[src/hw/rtl/assert_macros.svh]
// assertion macros for the rtl files, included by lfu_slot_replacement.sv
// each macro expects clk and arst_n in the scope where it is used
`ifndef ASSERT_MACROS_SVH
`define ASSERT_MACROS_SVH
`ifndef NO_ASSERTIONS
`define ASSERT_ALWAYS(lbl, cond) \
	lbl: assert property (@(posedge clk) disable iff (!arst_n) (cond)) \
		else $error("assertion failed");
`define ASSERT_IMPL(lbl, ante, cons) \
	lbl: assert property (@(posedge clk) disable iff (!arst_n) (ante) |-> (cons)) \
		else $error("assertion failed");
`define ASSERT_NEXT(lbl, ante, cons) \
	lbl: assert property (@(posedge clk) disable iff (!arst_n) (ante) |=> (cons)) \
		else $error("assertion failed");
`else
`define ASSERT_ALWAYS(lbl, cond)
`define ASSERT_IMPL(lbl, ante, cons)
`define ASSERT_NEXT(lbl, ante, cons)
`endif
`endif

[src/hw/rtl/lfu_pkg.sv]
// constants and types of the lfu slot replacement block
// no dependencies
package lfu_pkg;
	localparam int MAX_SLOTS   = 32;
	localparam int ID_WIDTH    = 10;
	localparam int COUNT_WIDTH = 16;
	localparam int CFG_W       = 6;
	localparam int SLOT_AW     = (MAX_SLOTS > 1) ? $clog2(MAX_SLOTS) : 1;
	localparam int OCC_W       = $clog2(MAX_SLOTS + 1);
	localparam logic [CFG_W-1:0] CFG_RESET = CFG_W'(32);
	localparam logic [COUNT_WIDTH-1:0] COUNT_MAX = {COUNT_WIDTH{1'b1}};

	// operation codes of an input word
	localparam logic OP_VOTE    = 1'b0;
	localparam logic OP_READOUT = 1'b1;

	typedef struct packed {
		logic [ID_WIDTH-1:0]    ident;
		logic [COUNT_WIDTH-1:0] hits;
	} slot_t;

	typedef struct packed {
		logic               we;
		logic [SLOT_AW-1:0] addr;
		slot_t              data;
	} lfu_wr_t;

	typedef struct packed {
		logic                was_hit;
		logic                evicted_valid;
		logic [ID_WIDTH-1:0] evicted_id;
		logic                listed_valid;
		logic [ID_WIDTH-1:0] listed_id;
		logic                last;
	} lfu_result_t;

	typedef struct packed {
		logic             busy;
		logic [OCC_W-1:0] occ;
	} lfu_status_t;
endpackage

[src/hw/rtl/lfu_ram.sv]
// generic single write port, single read port ram with registered read
// no dependencies
module lfu_ram #(
	parameter int WIDTH = 8,
	parameter int DEPTH = 32
) (
	input  logic                                       clk,
	input  logic                                       we,
	input  logic [((DEPTH > 1) ? $clog2(DEPTH) : 1)-1:0] waddr,
	input  logic [WIDTH-1:0]                           wdata,
	input  logic [((DEPTH > 1) ? $clog2(DEPTH) : 1)-1:0] raddr,
	output logic [WIDTH-1:0]                           rdata
);
	logic [WIDTH-1:0] mem [DEPTH];

	always_ff @(posedge clk) begin
		if (we) begin
			mem[waddr] <= wdata;
		end
		rdata <= mem[raddr];
	end
endmodule

[src/hw/rtl/lfu_ctrl.sv]
// sequencer of the lfu block: scans, updates and shifts the slot ram, builds result words
// depends on lfu_pkg
module lfu_ctrl import lfu_pkg::*; (
	input  logic               clk,
	input  logic               arst_n,
	input  logic               in_valid,
	input  logic               operation,
	input  logic [ID_WIDTH-1:0] candidate_id,
	input  logic [CFG_W-1:0]   active_slots,
	input  logic               res_ready,
	output logic               res_valid,
	output lfu_result_t        res,
	output lfu_status_t        status,
	output lfu_wr_t            mem_wr,
	output logic [SLOT_AW-1:0] mem_raddr,
	input  slot_t              mem_rdata
);
	localparam logic [2:0] ST_IDLE   = 3'd0;
	localparam logic [2:0] ST_SCAN   = 3'd1;
	localparam logic [2:0] ST_DECIDE = 3'd2;
	localparam logic [2:0] ST_SHIFT  = 3'd3;
	localparam logic [2:0] ST_EMIT   = 3'd4;
	localparam logic [2:0] ST_LSCAN  = 3'd5;

	logic [2:0]             state_q;
	logic [OCC_W-1:0]       occ_q;
	logic                   rd_s1;
	logic [SLOT_AW-1:0]     idx_s1;
	logic [OCC_W-1:0]       raddr_q;
	logic [ID_WIDTH-1:0]    id_q;
	logic                   hit_q;
	logic [SLOT_AW-1:0]     hit_idx_q;
	logic [COUNT_WIDTH-1:0] hit_cnt_q;
	logic [COUNT_WIDTH-1:0] min_cnt_q;
	logic [SLOT_AW-1:0]     min_idx_q;
	logic [ID_WIDTH-1:0]    min_id_q;
	logic                   found_q;
	logic [ID_WIDTH-1:0]    best_q;
	logic [ID_WIDTH-1:0]    prev_q;
	logic                   first_q;
	logic [OCC_W-1:0]       emit_cnt_q;
	logic                   more_q;
	lfu_result_t            res_q;

	logic [OCC_W-1:0]       limit;
	logic                   accept;
	logic                   scanning;
	logic                   issue;
	logic                   scan_done;
	logic                   room;
	logic                   list_last;
	logic                   above_prev;
	logic                   better;
	logic [OCC_W-1:0]       occ_m1;
	logic [COUNT_WIDTH-1:0] hit_next;

	// register value zero acts as one, oversize acts as full depth
	always_comb begin
		if (active_slots == '0) begin
			limit = OCC_W'(1);
		end else if (active_slots > CFG_W'(MAX_SLOTS)) begin
			limit = OCC_W'(MAX_SLOTS);
		end else begin
			limit = OCC_W'(active_slots);
		end
	end

	assign accept    = (state_q == ST_IDLE) && in_valid;
	assign scanning  = (state_q == ST_SCAN) || (state_q == ST_SHIFT) || (state_q == ST_LSCAN);
	assign issue     = scanning && (raddr_q < occ_q);
	assign scan_done = (raddr_q == occ_q) && !rd_s1;
	assign room      = occ_q < limit;
	assign occ_m1    = occ_q - OCC_W'(1);
	assign list_last = (emit_cnt_q + OCC_W'(1)) == occ_q;
	assign hit_next  = (hit_cnt_q == COUNT_MAX) ? hit_cnt_q : hit_cnt_q + COUNT_WIDTH'(1);
	assign above_prev = first_q || (mem_rdata.ident > prev_q);
	assign better     = !found_q || (mem_rdata.ident < best_q);

	assign mem_raddr   = raddr_q[SLOT_AW-1:0];
	assign res_valid   = (state_q == ST_EMIT);
	assign res         = res_q;
	assign status.busy = (state_q != ST_IDLE);
	assign status.occ  = occ_q;

	always_comb begin
		mem_wr = '0;
		unique case (state_q)
			ST_DECIDE: begin
				if (hit_q) begin
					mem_wr.we   = 1'b1;
					mem_wr.addr = hit_idx_q;
					mem_wr.data = '{ident: id_q, hits: hit_next};
				end else if (room) begin
					mem_wr.we   = 1'b1;
					mem_wr.addr = occ_q[SLOT_AW-1:0];
					mem_wr.data = '{ident: id_q, hits: COUNT_WIDTH'(1)};
				end
			end
			ST_SHIFT: begin
				// younger entries move down one place, then the new word goes last
				if (rd_s1) begin
					mem_wr.we   = 1'b1;
					mem_wr.addr = idx_s1 - SLOT_AW'(1);
					mem_wr.data = mem_rdata;
				end else if (scan_done) begin
					mem_wr.we   = 1'b1;
					mem_wr.addr = occ_m1[SLOT_AW-1:0];
					mem_wr.data = '{ident: id_q, hits: COUNT_WIDTH'(1)};
				end
			end
			default: begin
				mem_wr = '0;
			end
		endcase
	end

	always_ff @(posedge clk or negedge arst_n) begin
		if (!arst_n) begin
			state_q <= ST_IDLE;
			occ_q   <= '0;
			rd_s1   <= 1'b0;
		end else begin
			rd_s1 <= issue;
			unique case (state_q)
				ST_IDLE: begin
					if (accept) begin
						if (operation == OP_VOTE) begin
							state_q <= ST_SCAN;
						end else if (occ_q == '0) begin
							state_q <= ST_EMIT;
						end else begin
							state_q <= ST_LSCAN;
						end
					end
				end
				ST_SCAN: begin
					if (scan_done) begin
						state_q <= ST_DECIDE;
					end
				end
				ST_DECIDE: begin
					if (hit_q) begin
						state_q <= ST_EMIT;
					end else if (room) begin
						occ_q   <= occ_q + OCC_W'(1);
						state_q <= ST_EMIT;
					end else begin
						state_q <= ST_SHIFT;
					end
				end
				ST_SHIFT: begin
					if (scan_done) begin
						state_q <= ST_EMIT;
					end
				end
				ST_LSCAN: begin
					if (scan_done) begin
						state_q <= ST_EMIT;
					end
				end
				ST_EMIT: begin
					if (res_ready) begin
						state_q <= more_q ? ST_LSCAN : ST_IDLE;
					end
				end
				default: begin
					state_q <= ST_IDLE;
				end
			endcase
		end
	end

	always_ff @(posedge clk) begin
		idx_s1 <= raddr_q[SLOT_AW-1:0];
		if (issue) begin
			raddr_q <= raddr_q + OCC_W'(1);
		end
		unique case (state_q)
			ST_IDLE: begin
				id_q       <= candidate_id;
				raddr_q    <= '0;
				hit_q      <= 1'b0;
				found_q    <= 1'b0;
				first_q    <= 1'b1;
				emit_cnt_q <= '0;
				more_q     <= 1'b0;
				res_q      <= '{default: '0, last: 1'b1};
			end
			ST_SCAN: begin
				if (rd_s1) begin
					if (mem_rdata.ident == id_q) begin
						hit_q     <= 1'b1;
						hit_idx_q <= idx_s1;
						hit_cnt_q <= mem_rdata.hits;
					end
					// strict less keeps the oldest among equal counts
					if (idx_s1 == '0 || mem_rdata.hits < min_cnt_q) begin
						min_cnt_q <= mem_rdata.hits;
						min_idx_q <= idx_s1;
						min_id_q  <= mem_rdata.ident;
					end
				end
			end
			ST_DECIDE: begin
				if (hit_q) begin
					res_q <= '{default: '0, was_hit: 1'b1, last: 1'b1};
				end else if (!room) begin
					res_q   <= '{default: '0, evicted_valid: 1'b1, evicted_id: min_id_q,
						last: 1'b1};
					raddr_q <= OCC_W'(min_idx_q) + OCC_W'(1);
				end else begin
					res_q <= '{default: '0, last: 1'b1};
				end
			end
			ST_LSCAN: begin
				// each pass picks the smallest identifier above the one listed before
				if (rd_s1 && above_prev && better) begin
					found_q <= 1'b1;
					best_q  <= mem_rdata.ident;
				end
				if (scan_done) begin
					res_q      <= '{default: '0, listed_valid: 1'b1, listed_id: best_q,
						last: list_last};
					more_q     <= !list_last;
					prev_q     <= best_q;
					first_q    <= 1'b0;
					emit_cnt_q <= emit_cnt_q + OCC_W'(1);
				end
			end
			ST_EMIT: begin
				raddr_q <= '0;
				found_q <= 1'b0;
			end
			default: begin
			end
		endcase
	end
endmodule

[src/hw/rtl/lfu_slot_replacement.sv]
// lfu slot replacement: a vote scans the held slots, plus a shifting scan when it evicts;
// the scans read one ram slot per cycle while the block is busy with the item.
// a read-out gives its result words one after another, one ram scan per word.
// one item at a time; a result word waits in the output register while the next item runs.
// arst_n clears occupancy, control state and the output valid flag; active_slots reads 32.
// ram contents are not cleared, only occupied slots are read.
module lfu_slot_replacement import lfu_pkg::*; (
	input  logic                clk,
	input  logic                arst_n,
	input  logic                in_valid,
	output logic                in_stall,
	input  logic                operation,
	input  logic [ID_WIDTH-1:0] candidate_id,
	output logic                out_valid,
	input  logic                out_stall,
	output logic                was_hit,
	output logic                evicted_valid,
	output logic [ID_WIDTH-1:0] evicted_id,
	output logic                listed_valid,
	output logic [ID_WIDTH-1:0] listed_id,
	output logic                last,
	input  logic                cfg_valid,
	output logic                cfg_ready,
	input  logic [CFG_W-1:0]    active_slots
);
	`include "assert_macros.svh"

	logic [CFG_W-1:0]   active_slots_q;
	logic               out_valid_q;
	lfu_result_t        out_q;
	logic               res_valid;
	logic               res_ready;
	lfu_result_t        res;
	lfu_status_t        status;
	lfu_wr_t            mem_wr;
	logic [SLOT_AW-1:0] mem_raddr;
	slot_t              mem_rdata;

	assign cfg_ready = 1'b1;
	assign in_stall  = status.busy;
	assign res_ready = !out_valid_q || !out_stall;

	always_ff @(posedge clk or negedge arst_n) begin
		if (!arst_n) begin
			active_slots_q <= CFG_RESET;
			out_valid_q    <= 1'b0;
		end else begin
			if (cfg_valid && cfg_ready) begin
				active_slots_q <= active_slots;
			end
			if (res_ready) begin
				out_valid_q <= res_valid;
			end
		end
	end

	always_ff @(posedge clk) begin
		if (res_ready && res_valid) begin
			out_q <= res;
		end
	end

	lfu_ctrl u_ctrl (
		.clk          (clk),
		.arst_n       (arst_n),
		.in_valid     (in_valid),
		.operation    (operation),
		.candidate_id (candidate_id),
		.active_slots (active_slots_q),
		.res_ready    (res_ready),
		.res_valid    (res_valid),
		.res          (res),
		.status       (status),
		.mem_wr       (mem_wr),
		.mem_raddr    (mem_raddr),
		.mem_rdata    (mem_rdata)
	);

	lfu_ram #(
		.WIDTH ($bits(slot_t)),
		.DEPTH (MAX_SLOTS)
	) u_slot_ram (
		.clk   (clk),
		.we    (mem_wr.we),
		.waddr (mem_wr.addr),
		.wdata (mem_wr.data),
		.raddr (mem_raddr),
		.rdata (mem_rdata)
	);

	assign out_valid     = out_valid_q;
	assign was_hit       = out_q.was_hit;
	assign evicted_valid = out_q.evicted_valid;
	assign evicted_id    = out_q.evicted_id;
	assign listed_valid  = out_q.listed_valid;
	assign listed_id     = out_q.listed_id;
	assign last          = out_q.last;

	`ASSERT_NEXT(a_busy_after_accept, in_valid && !in_stall, in_stall)
	`ASSERT_ALWAYS(a_occ_bound, status.occ <= OCC_W'(MAX_SLOTS))
	`ASSERT_IMPL(a_only_listing_continues, out_valid && !last, listed_valid && !was_hit)
	`ASSERT_IMPL(a_hit_no_evict, out_valid && was_hit, !evicted_valid && last)
endmodule
[config.mk]
export PLATFORM = sky130hd
export DESIGN_NAME = lfu_slot_replacement
export DESIGN_NICKNAME = d
export VERILOG_FILES = /design/src/hw/rtl/lfu_pkg.sv /design/src/hw/rtl/lfu_ram.sv /design/src/hw/rtl/lfu_ctrl.sv /design/src/hw/rtl/lfu_slot_replacement.sv
export VERILOG_INCLUDE_DIRS = /design/src /design/src/hw/rtl
export SDC_FILE = /design/constraint.sdc
export NUM_CORES = 1
export LEC_CHECK = 0
export BUFFER_PORTS_ARGS = -buffer_cell sky130_fd_sc_hd__buf_4
export CAP_MARGIN = 20
export CORE_ASPECT_RATIO = 0.75
export CORE_MARGIN = 5
export CORE_UTILIZATION = 44
export DETAILED_ROUTE_END_ITERATION = 10
export PLACE_DENSITY = 0.61
export SYNTH_ARGS = -nofsm -noshare
export SYNTH_HDL_FRONTEND = slang
export SYNTH_SLANG_ARGS = --single-unit
[constraint.sdc]
create_clock -name clk -period 5 [get_ports clk]
set_clock_uncertainty 0.1 [all_clocks]
set_input_delay 0 -clock clk [delete_from_list [all_inputs] [get_ports clk]]
set_output_delay 0 -clock clk [all_outputs]
set_load 0.01 [all_outputs]
======== Word-level counts from Yosys, hierarchy flattened ========
Memory sizes are Yosys's and may differ from the RTL's. A register that Yosys moved wholly into a read port is not among the register bits.
Index checks and enable logic that the tools add are counted.
storage, ports and cells
  register bits after elaboration ......... 168
  bits in writable memories ............... 832
  input port bits ......................... 22
  output and inout bits ................... 27
  logic and storage cells ................. 141
  memories ................................ 1
memory list
  name            words  bits a word  read ports  clocked after memory_dff  write ports  RTL line       RTL
  u_slot_ram.mem  32     26           1           1                         1            lfu_ram.sv:14  logic [WIDTH-1:0] mem [DEPTH];
cells by class
  add/subtract/negate cells ............... 7
  $lt $le $gt $ge ......................... 6
  equal/unequal tests ..................... 17
  multiplexer cells ....................... 39
  bitwise logic cells ..................... 1
  reduce and logical (&&, ||, !) cells .... 38
operator list
  kind                                                   number
  2-to-1 mux 32 bit                                      4
  one-hot mux 24 bit (3 select lines)                    1
  one-hot mux 32 bit (2 select lines)                    1
  2-to-1 mux 24 bit                                      2
  2-to-1 mux 6 bit                                       6
  2-to-1 mux 3 bit                                       8
  one-hot mux 6 bit (2 select lines)                     2
  2-to-1 mux 23 bit                                      1
  adder 6 x 1 -> 6 bit, second input constant            3
  adder 16 x 1 -> 16 bit, second input constant          1
  equality test 16 bit, second input constant            1
  less-than comparator 16 bit                            1
  2-to-1 mux 16 bit                                      1
  one-hot mux 3 bit (5 select lines)                     1
  equality test 6 bit                                    2
  logical NOT 6 bit                                      2
  less-than comparator 6 bit                             2
  inequality test 2 x 1 -> 1 bit, second input constant  6
  AND reduction 3 bit                                    4
  equality test 10 bit                                   1
  greater-than comparator 10 bit                         1
  less-than comparator 10 bit                            1
  AND reduction 2 bit                                    5
  subtractor 5 x 1 -> 5 bit, second input constant       2
  other kinds (18)                                       49

======== Depth between registers and ports, before layout ========
  word-level depth ........................ 9
  mapped depth ............................ 12
  mapped depth without buffers ............ 10

======== By module ========
From an unflattened synthesis, not the netlist that was laid out.
second synthesis, totals
  cell total of the unflattened synthesis .. 2496
  area total of the unflattened synthesis .. 41041.9 um2
modules (own cells, without submodules)
  module                instances  cells each  area an instance (um2)  seq. area each (um2)
  lfu_ram               1          1848        32961.6                 25504.5
  lfu_ctrl              1          605         7051.8                  3953.8
  lfu_slot_replacement  1          43          1028.5                  897.1

======== Worst setup path after synthesis ========
Ideal clock, no wire load.
  path kind ............................... register to register
  start ................................... register active_slots_q[5]
  end ..................................... memory u_slot_ram.mem[30][0] (netlist name) (enable)
  arrival time ............................ 4.878 ns
  data required time ...................... 4.416 ns
  setup slack ............................. -0.463 ns
  cell stages (with the launch flop) ...... 10
  period minus slack after synthesis ...... 5.463 ns
  cells stage by stage .................... dfstp_2 inv_1 ha_1 and2_1 a221oi_1 o211a_2 o21ai_1 and2_1 clkbuf_1 nor4b_1
between the ends
  longest elaborated chain between the ends .. 9
ends and longest elaborated chain
  what                                    RTL line                    RTL
  start, declared                         lfu_slot_replacement.sv:28  logic [CFG_W-1:0] active_slots_q;
  start signal, assigned                  lfu_slot_replacement.sv:49  active_slots_q <= active_slots;
  greater-than comparator 6 bit           lfu_ctrl.sv:61              end else if (active_slots > CFG_W'(MAX_SLOTS)) begin
  2-to-1 mux 6 bit                        lfu_ctrl.sv:61
  2-to-1 mux 6 bit *                      lfu_ctrl.sv:59              if (active_slots == '0) begin
  less-than comparator 6 bit *            lfu_ctrl.sv:72              assign room = occ_q < limit;
  2-to-1 mux 32 bit *                     lfu_ctrl.sv:93              end else if (room) begin
  2-to-1 mux 32 bit *                     lfu_ctrl.sv:89              if (hit_q) begin
  one-hot mux 32 bit (2 select lines) *   lfu_ctrl.sv:87              unique case (state_q)
  2-to-1 mux 1 bit                        lfu_ram.sv:17               if (we) begin
  2-to-1 mux 1 bit (not written as such)  lfu_ram.sv:18               mem[waddr] <= wdata;
  end, declared                           lfu_ram.sv:14
Every way passes the cells marked *; elsewhere a longest branch is shown, timed or not.

==> metrics.md <==
| Metric | Value |
|---|---|
| Post-Synth Adder-Cell Area | `1.647%` |
| Initial DRC count | `~2200` |
| Max Slew Vio Count | `0` |
| Initial antenna violation count | `9` |
| Fin crit share | `just over 80%` |
| Worst slew pin tran | `1057 ps` |
| Ys async rst share | `under 10%` |
| Top cell type's share of synthesized area | `around 72%` |
| # fillers | `7149` |
| Worst hold path type | `in -> reg` |
| Fin Hold WS | `between 80 and 90 ps` |
| Crit path DAT | `4470 ps` |
| Core Rows | `96` |
| Worst Path Class, Setup | `reg -> reg` |
| Simple-Gate Fraction of Synth Area | `2.672%` |
| Gr usage total | `19.66%` |
| Setup violators final | `0` |
| FF+latch count, synth | `1026` |
| Wire length per cell | `around 29 um` |
| Total gr overflow | `0` |
| Area grow syn2layout | `14.71%` |
| Antenna Violating Nets Remaining | `0` |
| TritonCTS clock tree | `yes` |
| Total core area | `about 0.091 sq mm` |
| CP Data Required Time | `between 5000 and 6000 ps` |
| Post-synthesis mux area share | `approximately 15%` |
| Fin crit period | `roughly 4200 ps` |
| Startpoint Class | `register` |
| Worst slew margin | `around 30%` |
| Worst Setup End Kind | `register` |
| Unique masters post-synth | `slightly below 70` |
| RSZ-0062 raised after global routing | `false` |
| Post-synthesis xor/xnor area fraction | `under 10%` |
| Vias after detailed routing | `19630` |
| # hold bufs at CTS | `43` |
| Synth Warn # | `0` |
| Die Y | `about 270 um` |
| CTS Buf Count | `96` |
| R2r setup slk | `between 800 and 900 ps` |
| Nets | `2139` |
| Synth top area cells | `edfxtp_1 72%, mux4_2 15%, dfxtp_1 1.8%, ha_1 1.6%, dfrtp_1 0.99%` |
| Number of global-route vias before repair | `about 20000` |
| RePlAce Congestion | `slightly above 0.8` |
| Final wirelength | `96.33 mm` |
| Post-Syn Area per Cell | `roughly 21 sq um` |
| Main combinational cell family by area after synthesis | `multiplexers` |
| First-pass iteration count of the detailed router | `5` |
| Fin Setup TNS | `0 ps` |
| Hold Vio Cnt, Final | `0` |
| Complex-gate fraction of the synthesized area | `under 10%` |
| Post-CTS Resized | `0` |
| CTS max path bufs | `3` |
| Syn Inst Count | `approximately 1900` |
| Pwr/cell area | `approximately 500 mW/mm^2` |
| Net Count, Synth | `roughly 2000` |
| LEAKAGE | `around 0.015 uW` |
| Largest net degree at the start of global routing | `approximately 150` |
| Layout cell share with drive strength beyond 1 | `roughly 28%` |
| Max-Cap Viols | `0` |
| Crit path max fanout | `32` |
| Post-CTS Setup Bufs | `0` |
| Fraction of the yosys area taken by sequential cells | `between 70% and 80%` |
| I/O pin count | `between 40 and 50` |
| # H-tree levels | `3` |
| Status | `complete, no violations` |
| Buffers on Ports | `47` |
| Clk root buf | `clkbuf_16` |
| Clock Sinks | `between 1000 and 1500` |
| Synthesized area | `roughly 0.040 sq mm` |
| Worst-Skew Late Latency | `roughly 680 ps` |
| Die Wd | `359.4 um` |
| Area leader, netlist | `edfxtp_1` |
| Peak VDD IR | `0.3368 mV` |
| Die area | `roughly 0.098 sq mm` |
| Clock transition at the registers of the reported paths | `about 70 ps` |
| Initial Util | `between 40% and 50%` |
| Average via count per standard cell | `around 5.8` |
| # DRC | `0` |
| Peak Freq | `0.2406 GHz` |
| Main synth FF type | `edfxtp_1` |
| First-pass GRT wire length | `approximately 140 mm` |
| Hpwl dp | `57.42 mm` |
| Number of synthesized flops with an enable pin | `about 970` |
flip-flops by register name (all words and copies together), names as in the netlist, 6 cells and up:
name	flops
u_ctrl.min_id_q	10
u_slot_ram.mem	832
u_ctrl.min_cnt_q	16
u_slot_ram.rdata	26
active_slots_q	6
u_ctrl.hit_cnt_q	16
u_ctrl.id_q	10
u_ctrl.best_q	10
u_ctrl.prev_q	10
u_ctrl.raddr_q	6
u_ctrl.res	24
u_ctrl.emit_cnt_q	6
evicted_id	10
u_ctrl.occ_q	6
listed_id	10
metal layers:
| metal | vias up | track usage (%) | share of wire, % |
|---|---|---|---|
| li1 | 8214 | - | - |
| met2 | 808 | 28.28 | 44 |
| met5 | - | 0 | 0 |
| met1 | 10470 | 29.89 | 45 |
| met4 | 0 | 4.323 | 1.8 |
| met3 | 132 | 5.940 | 9.5 |
worst max-delay path, cell delays in order, from the launching register on:
cell and delay, ps:
dfstp_2 540, inv_1 90, ha_1 320, and2_1 180, a221oi_1 420, o21ai_0 510, nor2b_1 320, o21ai_1 740
a22o_1 260, buf_4 380
cells in the final DEF (no fill, tap or decap), types with 15 or more instances in the layout:
| cell | synthesis | routed |
|---|---|---|
| nand3_1 | 17 | 17 |
| dfxtp_1 | 37 | 32 |
| a21oi_1 | 16 | 15 |
| ha_1 | 53 | 53 |
| xnor2_1 | 17 | 17 |
| a22o_1 | 23 | 22 |
| clkbuf_16 | 0 | 97 |
| buf_4 | 11 | 114 |
| nor2_1 | 26 | 25 |
| nand2_1 | 44 | 43 |
| xor2_1 | 29 | 29 |
| edfxtp_1 | 972 | 972 |
| inv_1 | 56 | 56 |
| and3_1 | 15 | 15 |
| clkbuf_1 | 43 | 15 |
| o21ai_0 | 25 | 22 |
| nor3_2 | 0 | 29 |
| dlygate4sd3_1 | 0 | 43 |
| mux4_2 | 260 | 260 |
| clkinv_1 | 0 | 28 |
| mux2_2 | 32 | 32 |
| dfrtp_1 | 16 | 16 |
cells in the mapped netlist, types with 17 or more instances:
library cell	count
a22o_1	23
buf_2	22
clkbuf_1	43
dfxtp_1	37
edfxtp_1	972
ha_1	53
inv_1	56
mux2_2	32
mux4_2	260
nand2_1	44
nand3_1	17
nor2_1	26
nor3_1	40
o21ai_0	25
xnor2_1	17
xor2_1	29
power by group:
part	internal (uW)	leakage (uW)	total (uW)	switching (uW)
sequential	10200	0.00913	10800	538
clock	4290	0.00156	7460	3170
combinational	2110	0.00389	4830	2720
total	16600	0.0146	23000	6430
final timing paths:
path,from,end,cells past startpoint
max in group asynchronous,arst_n,u_ctrl.occ_q[4],3
setup reg to reg,active_slots_q[5],u_slot_ram.mem[21][25],9
hold reg to reg,u_ctrl.res[5],listed_id[4],0
hold / removal,cfg_valid,active_slots_q[4],3
setup / recovery,active_slots_q[5],u_slot_ram.mem[21][25],9
min in group asynchronous,arst_n,active_slots_q[3],3
through the flow:
| step | util [%] | instances | power [uW] | worst slack (ps) | cell area, sq um |
|---|---|---|---|---|---|
| after floorplan | - | 1895 | 13860 | 251.7 | 40290 |
| after global placement | 46.66 | 3147 | 15630 | 1008 | 42540 |
| after detailed placement | 46.66 | 3147 | 15720 | 973.1 | 42540 |
| after CTS | 50.65 | 3370 | 23220 | 922.6 | 46180 |
| after global routing | 50.67 | 3371 | 23980 | 535.0 | 46190 |
| final | 50.68 | 3374 | 23050 | 843.7 | 46200 |
final cells by class:
cell class	count	area, sq um	share of cell area (%)
diodes	3	7.507	0.01625
clock buffers	112	2484	5.376
clock inverters	68	724.4	1.568
inverters	57	214.0	0.4631
multi-input cells	722	9504	20.57
flip-flops and latches	1026	30370	65.74
well taps	1225	1533	3.318
repair buffers	161	1361	2.947
kinds of logic (layout without fill, tap and decap cells):
group / after synthesis / after routing
mux: 294 / 294
fa+ha+maj: 53 / 53
xor+xnor: 46 / 46
buf+inv: 147 / 398
flops: 1026 / 1026
simple gates: 204 / 204
compound gates: 124 / 124
other cells: 1 / 4
Power figures use the tool's default switching activity.
